<file path="src/hdl/atlf_pkg.sv">
// Shared types and constants for the linear fade-out unit.
package atlf_pkg;

  localparam int SAMPLE_W = 16;
  localparam int REG_W    = 30;
  localparam int COUNT_W  = REG_W + 1;

  typedef logic signed [SAMPLE_W-1:0] sample_t;
  typedef logic [REG_W-1:0]           reg_val_t;
  typedef logic [COUNT_W-1:0]         count_t;

  // Register indexes of the configuration port.
  typedef enum logic [0:0] {
    REG_PLAY = 1'b0,
    REG_FADE = 1'b1
  } cfg_reg_t;

  // Default play and fade lengths in frames: ms times frame rate / 1000.
  localparam longint unsigned DEF_PLAY_MS = (2 * 60 + 50) * 1000;
  localparam longint unsigned DEF_FADE_MS = 10 * 1000;
  localparam longint unsigned DEF_RATE    = 44100;
  localparam reg_val_t PLAY_RESET = reg_val_t'(DEF_PLAY_MS * DEF_RATE / 1000);
  localparam reg_val_t FADE_RESET = reg_val_t'(DEF_FADE_MS * DEF_RATE / 1000);

  // Lane handshake with the controller.
  typedef struct packed {
    logic start;
    logic ack;
  } lane_ctl_t;

  typedef struct packed {
    logic busy;
    logic done;
  } lane_stat_t;

endpackage

</file>
<file path="src/hdl/atlf_if.sv">
// Valid/ready channel interfaces for frame requests and faded results.
interface atlf_in_if;
  import atlf_pkg::*;
  logic    valid;
  logic    ready;
  sample_t left_in;
  sample_t right_in;
  logic    discard;

  modport source (output valid, output left_in, output right_in, output discard,
                  input ready);
  modport sink   (input valid, input left_in, input right_in, input discard,
                  output ready);
endinterface

interface atlf_out_if;
  import atlf_pkg::*;
  logic    valid;
  logic    ready;
  sample_t left_out;
  sample_t right_out;
  logic    final_frame;

  modport source (output valid, output left_out, output right_out,
                  output final_frame, input ready);
  modport sink   (input valid, input left_out, input right_out,
                  input final_frame, output ready);
endinterface

</file>
<file path="src/hdl/atlf_lane.sv">
// One fade lane: magnitude multiply, then 16-step restoring divide.
module atlf_lane (
  input  logic                 clk,
  input  logic                 rst_n,
  input  atlf_pkg::lane_ctl_t  ctl,
  input  atlf_pkg::sample_t    sample,
  input  atlf_pkg::reg_val_t   remain,
  input  atlf_pkg::reg_val_t   len,
  output atlf_pkg::lane_stat_t stat,
  output atlf_pkg::sample_t    result
);
  import atlf_pkg::*;

  localparam int PROD_W = SAMPLE_W + REG_W;
  localparam int STEP_W = $clog2(SAMPLE_W);

  typedef enum logic [1:0] {L_IDLE, L_MUL, L_DIV, L_DONE} lane_state_t;

  lane_state_t              state_r;
  logic                     neg_r;
  logic [SAMPLE_W-1:0]      mag_r;
  reg_val_t                 remain_r;
  reg_val_t                 len_r;
  logic [REG_W-1:0]         rem_r;
  logic [SAMPLE_W-1:0]      low_r;
  logic [STEP_W-1:0]        step_r;
  sample_t                  result_r;

  logic [PROD_W-1:0]        prod;
  logic [REG_W:0]           trial;
  logic [REG_W:0]           diff;
  logic                     ge;
  logic [SAMPLE_W-1:0]      quo;

  assign prod  = PROD_W'(mag_r) * PROD_W'(remain_r);
  assign trial = {rem_r, low_r[SAMPLE_W-1]};
  assign diff  = trial - {1'b0, len_r};
  assign ge    = (trial >= {1'b0, len_r});
  assign quo   = {low_r[SAMPLE_W-2:0], ge};

  always_ff @(posedge clk) begin
    if (!rst_n) begin
      state_r <= L_IDLE;
    end else begin
      case (state_r)
        L_IDLE: begin
          if (ctl.start) begin
            neg_r    <= sample[SAMPLE_W-1];
            mag_r    <= sample[SAMPLE_W-1] ? SAMPLE_W'(-sample) : SAMPLE_W'(sample);
            remain_r <= remain;
            len_r    <= len;
            state_r  <= L_MUL;
          end
        end
        L_MUL: begin
          // quotient fits 16 bits, so the top bits are already below len
          rem_r   <= prod[PROD_W-1:SAMPLE_W];
          low_r   <= prod[SAMPLE_W-1:0];
          step_r  <= STEP_W'(SAMPLE_W - 1);
          state_r <= L_DIV;
        end
        L_DIV: begin
          rem_r  <= ge ? diff[REG_W-1:0] : trial[REG_W-1:0];
          low_r  <= quo;
          step_r <= step_r - 1'b1;
          if (step_r == '0) begin
            result_r <= neg_r ? sample_t'(-quo) : sample_t'(quo);
            state_r  <= L_DONE;
          end
        end
        L_DONE: begin
          if (ctl.ack) begin
            state_r <= L_IDLE;
          end
        end
        default: state_r <= L_IDLE;
      endcase
    end
  end

  assign stat.busy = (state_r != L_IDLE);
  assign stat.done = (state_r == L_DONE);
  assign result    = result_r;

endmodule

</file>
<file path="src/hdl/audio_track_linear_fade_out_unit.sv">
// Top level of the linear fade-out unit: frame counter, two fade lanes, merge and output register.
//
//  channel   | dir | handshake          | payload
//  ----------+-----+--------------------+----------------------------------
//  in_req    | in  | valid / ready      | left_in, right_in, discard
//  out_res   | out | valid / ready      | left_out, right_out, final_frame
//  cfg_*     | in  | cfg_we (no ready)  | cfg_index, cfg_data
//
//  Only one request is in flight at a time. A pass-through frame goes from
//  the held request to the result register in the merge state; a faded frame
//  takes 1 multiply and 16 divide steps in each lane, then done and merge.
//  Discarded, and finished-track, requests complete at the accept edge.
//  Reset is synchronous (rst_n low) and restores the default lengths and
//  a zero frame count. A stalled result holds in the output register while
//  the next request is already taken in.
module audio_track_linear_fade_out_unit (
  input  logic                  clk,
  input  logic                  rst_n,
  atlf_in_if.sink               in_req,
  atlf_out_if.source            out_res,
  input  logic                  cfg_we,
  input  atlf_pkg::cfg_reg_t    cfg_index,
  input  atlf_pkg::reg_val_t    cfg_data
);
  import atlf_pkg::*;

  typedef enum logic [1:0] {S_IDLE, S_CALC, S_MERGE} state_t;

  state_t     state_r;
  reg_val_t   play_r;
  reg_val_t   fade_len_r;
  count_t     count_r;

  // held request
  sample_t    left_r;
  sample_t    right_r;
  logic       final_r;
  logic       do_fade_r;

  // output register
  logic       out_valid_r;
  sample_t    out_left_r;
  sample_t    out_right_r;
  logic       out_final_r;

  count_t     total;
  count_t     count_nxt;
  reg_val_t   remain;
  logic       accept;
  logic       active;
  logic       in_fade;
  logic       emit;
  logic       load_out;

  lane_ctl_t  lane_ctl;
  lane_stat_t stat_l;
  lane_stat_t stat_r;
  sample_t    res_l;
  sample_t    res_r;

  assign total     = {1'b0, play_r} + {1'b0, fade_len_r};
  assign count_nxt = count_r + 1'b1;
  assign remain    = reg_val_t'(total - count_r);
  assign accept    = in_req.valid && in_req.ready;
  assign active    = (count_r < total);
  assign in_fade   = (count_r >= {1'b0, play_r});
  assign emit      = accept && active && !in_req.discard;
  assign load_out  = (state_r == S_MERGE) && (!out_valid_r || out_res.ready);

  assign lane_ctl.start = emit && in_fade;
  assign lane_ctl.ack   = load_out && do_fade_r;

  atlf_lane u_lane_l (
    .clk    (clk),
    .rst_n  (rst_n),
    .ctl    (lane_ctl),
    .sample (in_req.left_in),
    .remain (remain),
    .len    (fade_len_r),
    .stat   (stat_l),
    .result (res_l)
  );

  atlf_lane u_lane_r (
    .clk    (clk),
    .rst_n  (rst_n),
    .ctl    (lane_ctl),
    .sample (in_req.right_in),
    .remain (remain),
    .len    (fade_len_r),
    .stat   (stat_r),
    .result (res_r)
  );

  // Config registers; the user must write them only while idle, the block does not enforce it.
  always_ff @(posedge clk) begin
    if (!rst_n) begin
      play_r     <= PLAY_RESET;
      fade_len_r <= FADE_RESET;
    end else if (cfg_we) begin
      case (cfg_index)
        REG_PLAY: play_r     <= cfg_data;
        REG_FADE: fade_len_r <= cfg_data;
        default:  ;
      endcase
    end
  end

  // Controller, frame count and merge into the output register.
  always_ff @(posedge clk) begin
    if (!rst_n) begin
      state_r     <= S_IDLE;
      count_r     <= '0;
      out_valid_r <= 1'b0;
    end else begin
      // a new result loads into an empty register or replaces the one just taken
      if (load_out) begin
        out_valid_r <= 1'b1;
      end else if (out_res.ready) begin
        out_valid_r <= 1'b0;
      end
      case (state_r)
        S_IDLE: begin
          if (accept && active) begin
            count_r <= count_nxt;   // saturates: no advance once finished
          end
          if (emit) begin
            left_r    <= in_req.left_in;
            right_r   <= in_req.right_in;
            final_r   <= (count_nxt == total);
            do_fade_r <= in_fade;
            state_r   <= in_fade ? S_CALC : S_MERGE;
          end
        end
        S_CALC: begin
          if (stat_l.done && stat_r.done) begin
            state_r <= S_MERGE;
          end
        end
        S_MERGE: begin
          if (load_out) begin
            out_left_r  <= do_fade_r ? res_l : left_r;
            out_right_r <= do_fade_r ? res_r : right_r;
            out_final_r <= final_r;
            state_r     <= S_IDLE;
          end
        end
        default: state_r <= S_IDLE;
      endcase
    end
  end

  assign in_req.ready        = (state_r == S_IDLE);
  assign out_res.valid       = out_valid_r;
  assign out_res.left_out    = out_left_r;
  assign out_res.right_out   = out_right_r;
  assign out_res.final_frame = out_final_r;

endmodule

</file>
<file path="src/flat_wrapper.sv">
// flat-port wrapper written by rule: the top's interface ports become plain ports
module audio_track_linear_fade_out_unit_flat import atlf_pkg::*;
  (clk, rst_n, cfg_we, cfg_index, cfg_data, in_req_valid, in_req_left_in, in_req_right_in, in_req_discard, in_req_ready, out_res_valid, out_res_left_out, out_res_right_out, out_res_final_frame, out_res_ready);
  atlf_in_if in_req_i ();
  atlf_out_if out_res_i ();
  input  logic clk;
  input  logic rst_n;
  input  logic cfg_we;
  input  atlf_pkg::cfg_reg_t cfg_index;
  input  atlf_pkg::reg_val_t cfg_data;
  input wire logic [$bits(in_req_i.valid)-1:0] in_req_valid;
  input wire logic [$bits(in_req_i.left_in)-1:0] in_req_left_in;
  input wire logic [$bits(in_req_i.right_in)-1:0] in_req_right_in;
  input wire logic [$bits(in_req_i.discard)-1:0] in_req_discard;
  output wire logic [$bits(in_req_i.ready)-1:0] in_req_ready;
  output wire logic [$bits(out_res_i.valid)-1:0] out_res_valid;
  output wire logic [$bits(out_res_i.left_out)-1:0] out_res_left_out;
  output wire logic [$bits(out_res_i.right_out)-1:0] out_res_right_out;
  output wire logic [$bits(out_res_i.final_frame)-1:0] out_res_final_frame;
  input wire logic [$bits(out_res_i.ready)-1:0] out_res_ready;
  assign in_req_i.valid = in_req_valid;
  assign in_req_i.left_in = in_req_left_in;
  assign in_req_i.right_in = in_req_right_in;
  assign in_req_i.discard = in_req_discard;
  assign in_req_ready = in_req_i.ready;
  assign out_res_valid = out_res_i.valid;
  assign out_res_left_out = out_res_i.left_out;
  assign out_res_right_out = out_res_i.right_out;
  assign out_res_final_frame = out_res_i.final_frame;
  assign out_res_i.ready = out_res_ready;
  audio_track_linear_fade_out_unit u_core (.clk(clk), .rst_n(rst_n), .in_req(in_req_i), .out_res(out_res_i), .cfg_we(cfg_we), .cfg_index(cfg_index), .cfg_data(cfg_data));
endmodule
</file>
<file path="config.mk">
export PLATFORM = sky130hd
export DESIGN_NAME = audio_track_linear_fade_out_unit_flat
export DESIGN_NICKNAME = d
export VERILOG_FILES = /design/src/hdl/atlf_pkg.sv /design/src/hdl/atlf_if.sv /design/src/hdl/atlf_lane.sv /design/src/hdl/audio_track_linear_fade_out_unit.sv /design/src/flat_wrapper.sv
export SDC_FILE = /design/constraint.sdc
export NUM_CORES = 2
export LEC_CHECK = 0
export ABC_AREA = 1
export BUFFER_PORTS_ARGS = -buffer_cell sky130_fd_sc_hd__buf_2
export CORE_MARGIN = 5
export CORE_UTILIZATION = 48
export DETAILED_ROUTE_END_ITERATION = 6
export PLACE_DENSITY = 0.66
export SETUP_SLACK_MARGIN = 0.05
export SLEW_MARGIN = 20
export SYNTH_ARGS = -nofsm -noshare
export SYNTH_HDL_FRONTEND = slang
export SYNTH_SLANG_ARGS = --single-unit
</file>
<file path="constraint.sdc">
create_clock -name clk -period 7.2 [get_ports clk]
set_input_delay 1.44 -clock clk [delete_from_list [all_inputs] [get_ports clk]]
set_output_delay 1.44 -clock clk [all_outputs]
set_load 0.05 [all_outputs]
</file>
* After elaboration in Yosys (flattened, before gate mapping)
Cells that the tools add are included.
Storage, ports and cells: register bits 451, input port bits 69, output and inout port bits 35, logic and storage cells 127
Operators by class: $add $sub $neg 11, multiply operators 2, magnitude comparators 4, equal/unequal tests 18, mux-type cells 27, bitwise logic cells 1, reduce and logical (&&, ||, !) cells 32
Operators with widths (count):
- 30-bit case mux with 2 select lines | 2
- 31-bit by 30-bit greater-or-equal comparator with 1-bit output | 3
- 16-bit by 30-bit multiplier with 46-bit output | 2
- 30-bit subtractor | 3
- 16-bit two-way mux | 4
- 16-bit negation | 4
- 16-bit case mux with 2 select lines | 2
- 30-bit two-way mux | 2
- 30-bit by 30-bit adder with 31-bit output | 1
- 31-bit by 1-bit adder with 31-bit output (second input constant) | 1
- 31-bit equality test | 1
- 31-bit < comparator | 1
- 15-bit two-way mux | 2
- 3-bit AND reduction | 9
- 2-bit two-way mux | 8
- 2-bit case mux with 4 select lines | 2
- 4-bit case mux with 2 select lines | 2
- 2-bit by 1-bit inequality test with 1-bit output (second input constant) | 6
- 2-bit equality test (second input constant) | 5
- 2-bit AND reduction | 5
- 4-bit logical NOT | 2
- 4-bit by 1-bit subtractor with 4-bit output (second input constant) | 2
- 1-bit logical AND | 7
- 2-bit by 1-bit equality test with 1-bit output (second input constant) | 3
- 8 further kinds | 16

* Logic depth before layout (Yosys ltp)
depth in word-level cells 7, gate-level depth with buffers 32, gate-level depth less buffers 30

* Hierarchy
A second synthesis with hierarchy kept.
Second synthesis, totals: cells, all modules 8161, area, all modules 61183.7 µm²
Modules (own cells, without submodules):
- atlf_lane (u_core.u_lane_l) | times used 1, cells an instance 3168, area each 24434.7 µm², sequential area each 4334.2 µm²
- atlf_lane (u_core.u_lane_r) | times used 1, cells an instance 3135, area each 24322.1 µm², sequential area each 4334.2 µm²
- audio_track_linear_fade_out_unit | times used 1, cells an instance 1858, area each 12426.9 µm², sequential area each 3893.7 µm²

* Worst setup path before layout
Ideal clock, no wire load.
path type reg-to-reg, start point register u_core.fade_len_r[0], end point register u_core.u_lane_l.len_r[0], enable pin, library setup time 0.513 ns, data arrival time 6.140 ns, required time 6.687 ns, slack 0.547 ns, cell stages (with the launch flop) 23, path buffers 0, clock period less this slack 6.653 ns, path through dfxtp_1 -> ha_1 -> fa_1 -> nand2_1 -> inv_1 -> nand2_1 -> nand2_1 -> nand3_1 -> nand3_1 -> nand2_1 -> nand3b_1 -> nand2_1 -> inv_1 -> ha_1 -> a21oi_1 -> nor2_1 -> nor3b_1 -> a21oi_1 -> nor2_1 -> nand2_2 -> nor2_1 -> nand2_2 -> nor2_1
Between the ends: cells in the longest elaborated chain, start to end 6
Ends and longest elaborated chain:
- from (decl) | RTL line audio_track_linear_fade_out_unit.sv:31 | reg_val_t fade_len_r;
- from (signal assigned) | RTL line audio_track_linear_fade_out_unit.sv:103 | REG_FADE: fade_len_r <= cfg_data;
- 30-bit by 30-bit adder with 31-bit output | RTL line audio_track_linear_fade_out_unit.sv:61 | assign total = {1'b0, play_r} + {1'b0, fade_len_r};
- 31-bit < comparator | RTL line audio_track_linear_fade_out_unit.sv:65 | assign active = (count_r < total);
- 1-bit logical AND (2 in a row) | RTL line audio_track_linear_fade_out_unit.sv:67 | assign emit = accept && active && !in_req.discard;
- 1-bit logical AND | RTL line audio_track_linear_fade_out_unit.sv:70 | assign lane_ctl.start = emit && in_fade;
- 3-bit AND reduction (no source line)
- to (signal assigned) | RTL line atlf_lane.sv:51 | len_r <= len;
- to (decl) | RTL line atlf_lane.sv:23 | reg_val_t len_r;
Every way passes these cells. A chain may end at the register's enable or synchronous reset.

* Worst setup path after layout
start point register u_core.u_lane_r.mag_r[5], end point register u_core.u_lane_r.rem_r[25] (data pin)
Between the ends: cells in the longest elaborated chain, start to end 2
Ends and longest elaborated chain:
- from (decl) | RTL line atlf_lane.sv:21 | logic [SAMPLE_W-1:0] mag_r;
- from (signal assigned) | RTL line atlf_lane.sv:49 | mag_r <= sample[SAMPLE_W-1] ? SAMPLE_W'(-sample) : SAMPLE_W'(sample);
- 16-bit by 30-bit multiplier with 46-bit output | RTL line atlf_lane.sv:35 | assign prod = PROD_W'(mag_r) * PROD_W'(remain_r);
- 30-bit case mux with 2 select lines | RTL line atlf_lane.sv:45 | case (state_r)
- to (signal assigned) | RTL line atlf_lane.sv:57 | rem_r <= prod[PROD_W-1:SAMPLE_W];
- to (signal assigned) | RTL line atlf_lane.sv:63 | rem_r <= ge ? diff[REG_W-1:0] : trial[REG_W-1:0];
- to (decl) | RTL line atlf_lane.sv:24 | logic [REG_W-1:0] rem_r;
Every way passes these cells.

==> metrics.yaml <==
cells_and_area:
  finalNonFillerCells: 9306
  drive_above_1_share_pct: 5.24
  final.fill_count: 12000
  area_growth_pct: 6.83
  nets: 8907
synth:
  yosys_warnings: 0
  synth-edff-count: 353
  yosysSeqAreaShare_pct: 21.1
  ys_ff_latch: 451
  synth_top_cell_area_share_pct: 26.3
  synth.distinct_cells: 61
  synth_cells: 7659
  synth_top_cells_by_area: "fa_1, edfxtp_1, nand2_1"
  synth.most_common_cell: "nand2_1"
  synth_area_sq_mm: 0.0596
  async_flop_share_pct: 0
  yosys.area.top_type: "fa_1"
  syn_nets: 8942
  synth_ff_type: "edfxtp_1"
  synth_common_cells: "nand2_1, inv_1, fa_1"
  synth.avg_cell_area_sq_um: 7.78
clock_network:
  post-cts-setup-buffers: 0
  clk_pin_slew_worst_paths_ns: 0.07
  cts_resized: 0
  worstSkewPairLatency_ns: 0.70
  cts_tree: "yes"
  htree_levels: 2
  root_buffer: "clkbuf_16"
  cts_made_buffers: 54
  cts.sinks: 451
  cts_buffer_depth: 3
  ctsHoldBuffers: 0
sta:
  max_freq_ghz: 0.146
  period_needed_ns: 6.84
  finalCritPeriodShare_pct: 95.0
  hold_violations: 0
  finalSetupViolations: 0
  setup_tns_ns: 0
  slew-limit-headroom_pct: 32.2
  worst-slew-pin-transition_ns: 1.02
  grt_setup_unrepaired: "false"
  final_max_slew_viol_count: 0
  finClkSkew_ns: 0.0830
routing:
  first_pass_iters: 6
  wl_per_cell_um: 19.1
  drtIter0Drc: 4272
  via_count: 49200
  drt_wl_total_um: 177000
  vias_per_cell: 5.29
  drc: 0
  antenna_left: 0
grt:
  antenna_found_initial: 6
  grt.overflow.total: 0
  grt_max_degree: 80
  grt_pass1_wl_um: 278000
  first_global_vias: 49400
  gr-usage-all-layers_pct: 27.0
floorplanning:
  coreArea_sq_mm: 0.124
  io_pins: 104
  fp-row-count: 129
  start_util_pct: 48.2
  die_area_sq_mm: 0.131
  fp.dieH_um: 362
  die_w_um: 362
min_path:
  min_path_type: "reg2reg"
critical_path:
  worstPathMaxFanout: 18
  critPathKind: "reg2reg"
  start_kind: "register"
  required_ns: 7.64
  crit_path_end_kind: "register"
  arrival_ns: 7.28
outcome:
  status: "finished clean"
placement:
  place_congestion: 0.965
  place_inst: 9204
  dp_hpwl_um: 145000
  io_buffers: 103
job:
  drv_cap: 0
==> layer usage <==
layer / vias to the layer above / wire, um / track usage, %
li1: 23200 / - / -
met1: 24000 / 77200 / 38.0
met2: 1763 / 80000 / 43.1
met3: 306 / 14300 / 4.65
met4: 2 / 5890 / 7.98
met5: - / 18 / 0
==> cells by family after synthesis <==
| group | Yosys count | synth area share (%) |
|---|---|---|
| simple gates | 2886 | 19.5 |
| fa+ha+maj | 1214 | 35.4 |
| mux | 32 | 0.604 |
| compound gates | 837 | 7.68 |
| buf+inv | 2058 | 13.1 |
| flops | 451 | 21.1 |
| xor+xnor | 181 | 2.71 |
==> final timing paths <==
| check | from | to | slack (ns) | depth (start not counted) |
|---|---|---|---|---|
| setup reg to reg | u_core.u_lane_r.mag_r[5] | u_core.u_lane_r.rem_r[25] | 0.36 | 23 |
| setup / recovery | u_core.u_lane_r.mag_r[5] | u_core.u_lane_r.rem_r[25] | 0.36 | 23 |
| hold / removal | u_core.play_r[24] | u_core.play_r[24] | 0.49 | 2 |
| hold reg to reg | u_core.play_r[24] | u_core.play_r[24] | 0.49 | 2 |
==> worst max-delay path, cell delays in order, from the launching register on <==
cell      delay [ns]
edfxtp_1        0.79
buf_4           0.35
nand2_1         0.12
fa_1            0.54
inv_1           0.05
fa_1            0.47
inv_1           0.05
fa_1            0.50
inv_1           0.06
fa_1            0.44
fa_1            0.52
inv_1           0.05
fa_1            0.47
inv_1           0.04
ha_1            0.38
nand2_1         0.13
nor2_1          0.31
inv_1           0.17
nor3_1          0.37
nand4_1         0.26
nand3_1         0.23
a21oi_1         0.08
o21ai_0         0.12
nand2_1         0.07
==> flip-flops by register name, summed over array words and instances, names as in the netlist, 30 cells and up <==
signal,count
u_core.fade_len_r,30
u_core.u_lane_r.rem_r,30
u_core.u_lane_l.remain_r,30
u_core.count_r,31
u_core.play_r,30
u_core.u_lane_r.remain_r,30
u_core.u_lane_r.len_r,30
u_core.u_lane_l.rem_r,30
u_core.u_lane_l.len_r,30
==> layout make-up <==
cell class	instances	area, sq um	area share [%]
inverters	1772	6650	10.4
clock buffers	72	1520	2.39
diodes	1	2.50	0.00393
flip-flops and latches	451	12600	19.7
multi-input cells	5150	39300	61.7
clock inverters	28	317	0.497
well taps	1637	2050	3.22
repair buffers	195	1290	2.02
==> stage by stage <==
| stage | worst slack (ns) | hold slack [ns] | instance area (sq um) | util [%] |
|---|---|---|---|---|
| 6_report | 0.361 | 0.487 | 63700 | 51.5 |
| 5_1_grt | 0.0580 | 0.505 | 63700 | 51.5 |
| 4_1_cts | 0.408 | 0.489 | 63700 | 51.5 |
| 3_5_place_dp | 0.409 | 0.480 | 61800 | 50.0 |
| 3_3_place_gp | 0.425 | 0.468 | 61800 | 50.0 |
| 2_1_floorplan | 0.547 | 0.400 | 59600 | - |
==> layout by cell type (no fill, tap or decap), drive strengths merged, types with 6 or more instances in the layout <==
master,count
a31oi,21
a21o,24
o211ai,32
nand4,39
o21a,6
a21oi,380
edfxtp,353
a21boi,9
clkinv,18
buf,195
dfxtp,98
clkbuf,72
o31a,8
nor2,454
xor2,118
inv,1775
nand3,231
nand3b,21
a211oi,9
xnor2,63
or2,30
o21ai,324
fa,784
ha,430
mux2,32
nor3,67
o21bai,8
nand2,2014
nor4,19
Power is not shown: default switching activity piles up to over one toggle a cycle in this logic, so the estimate is an artifact.
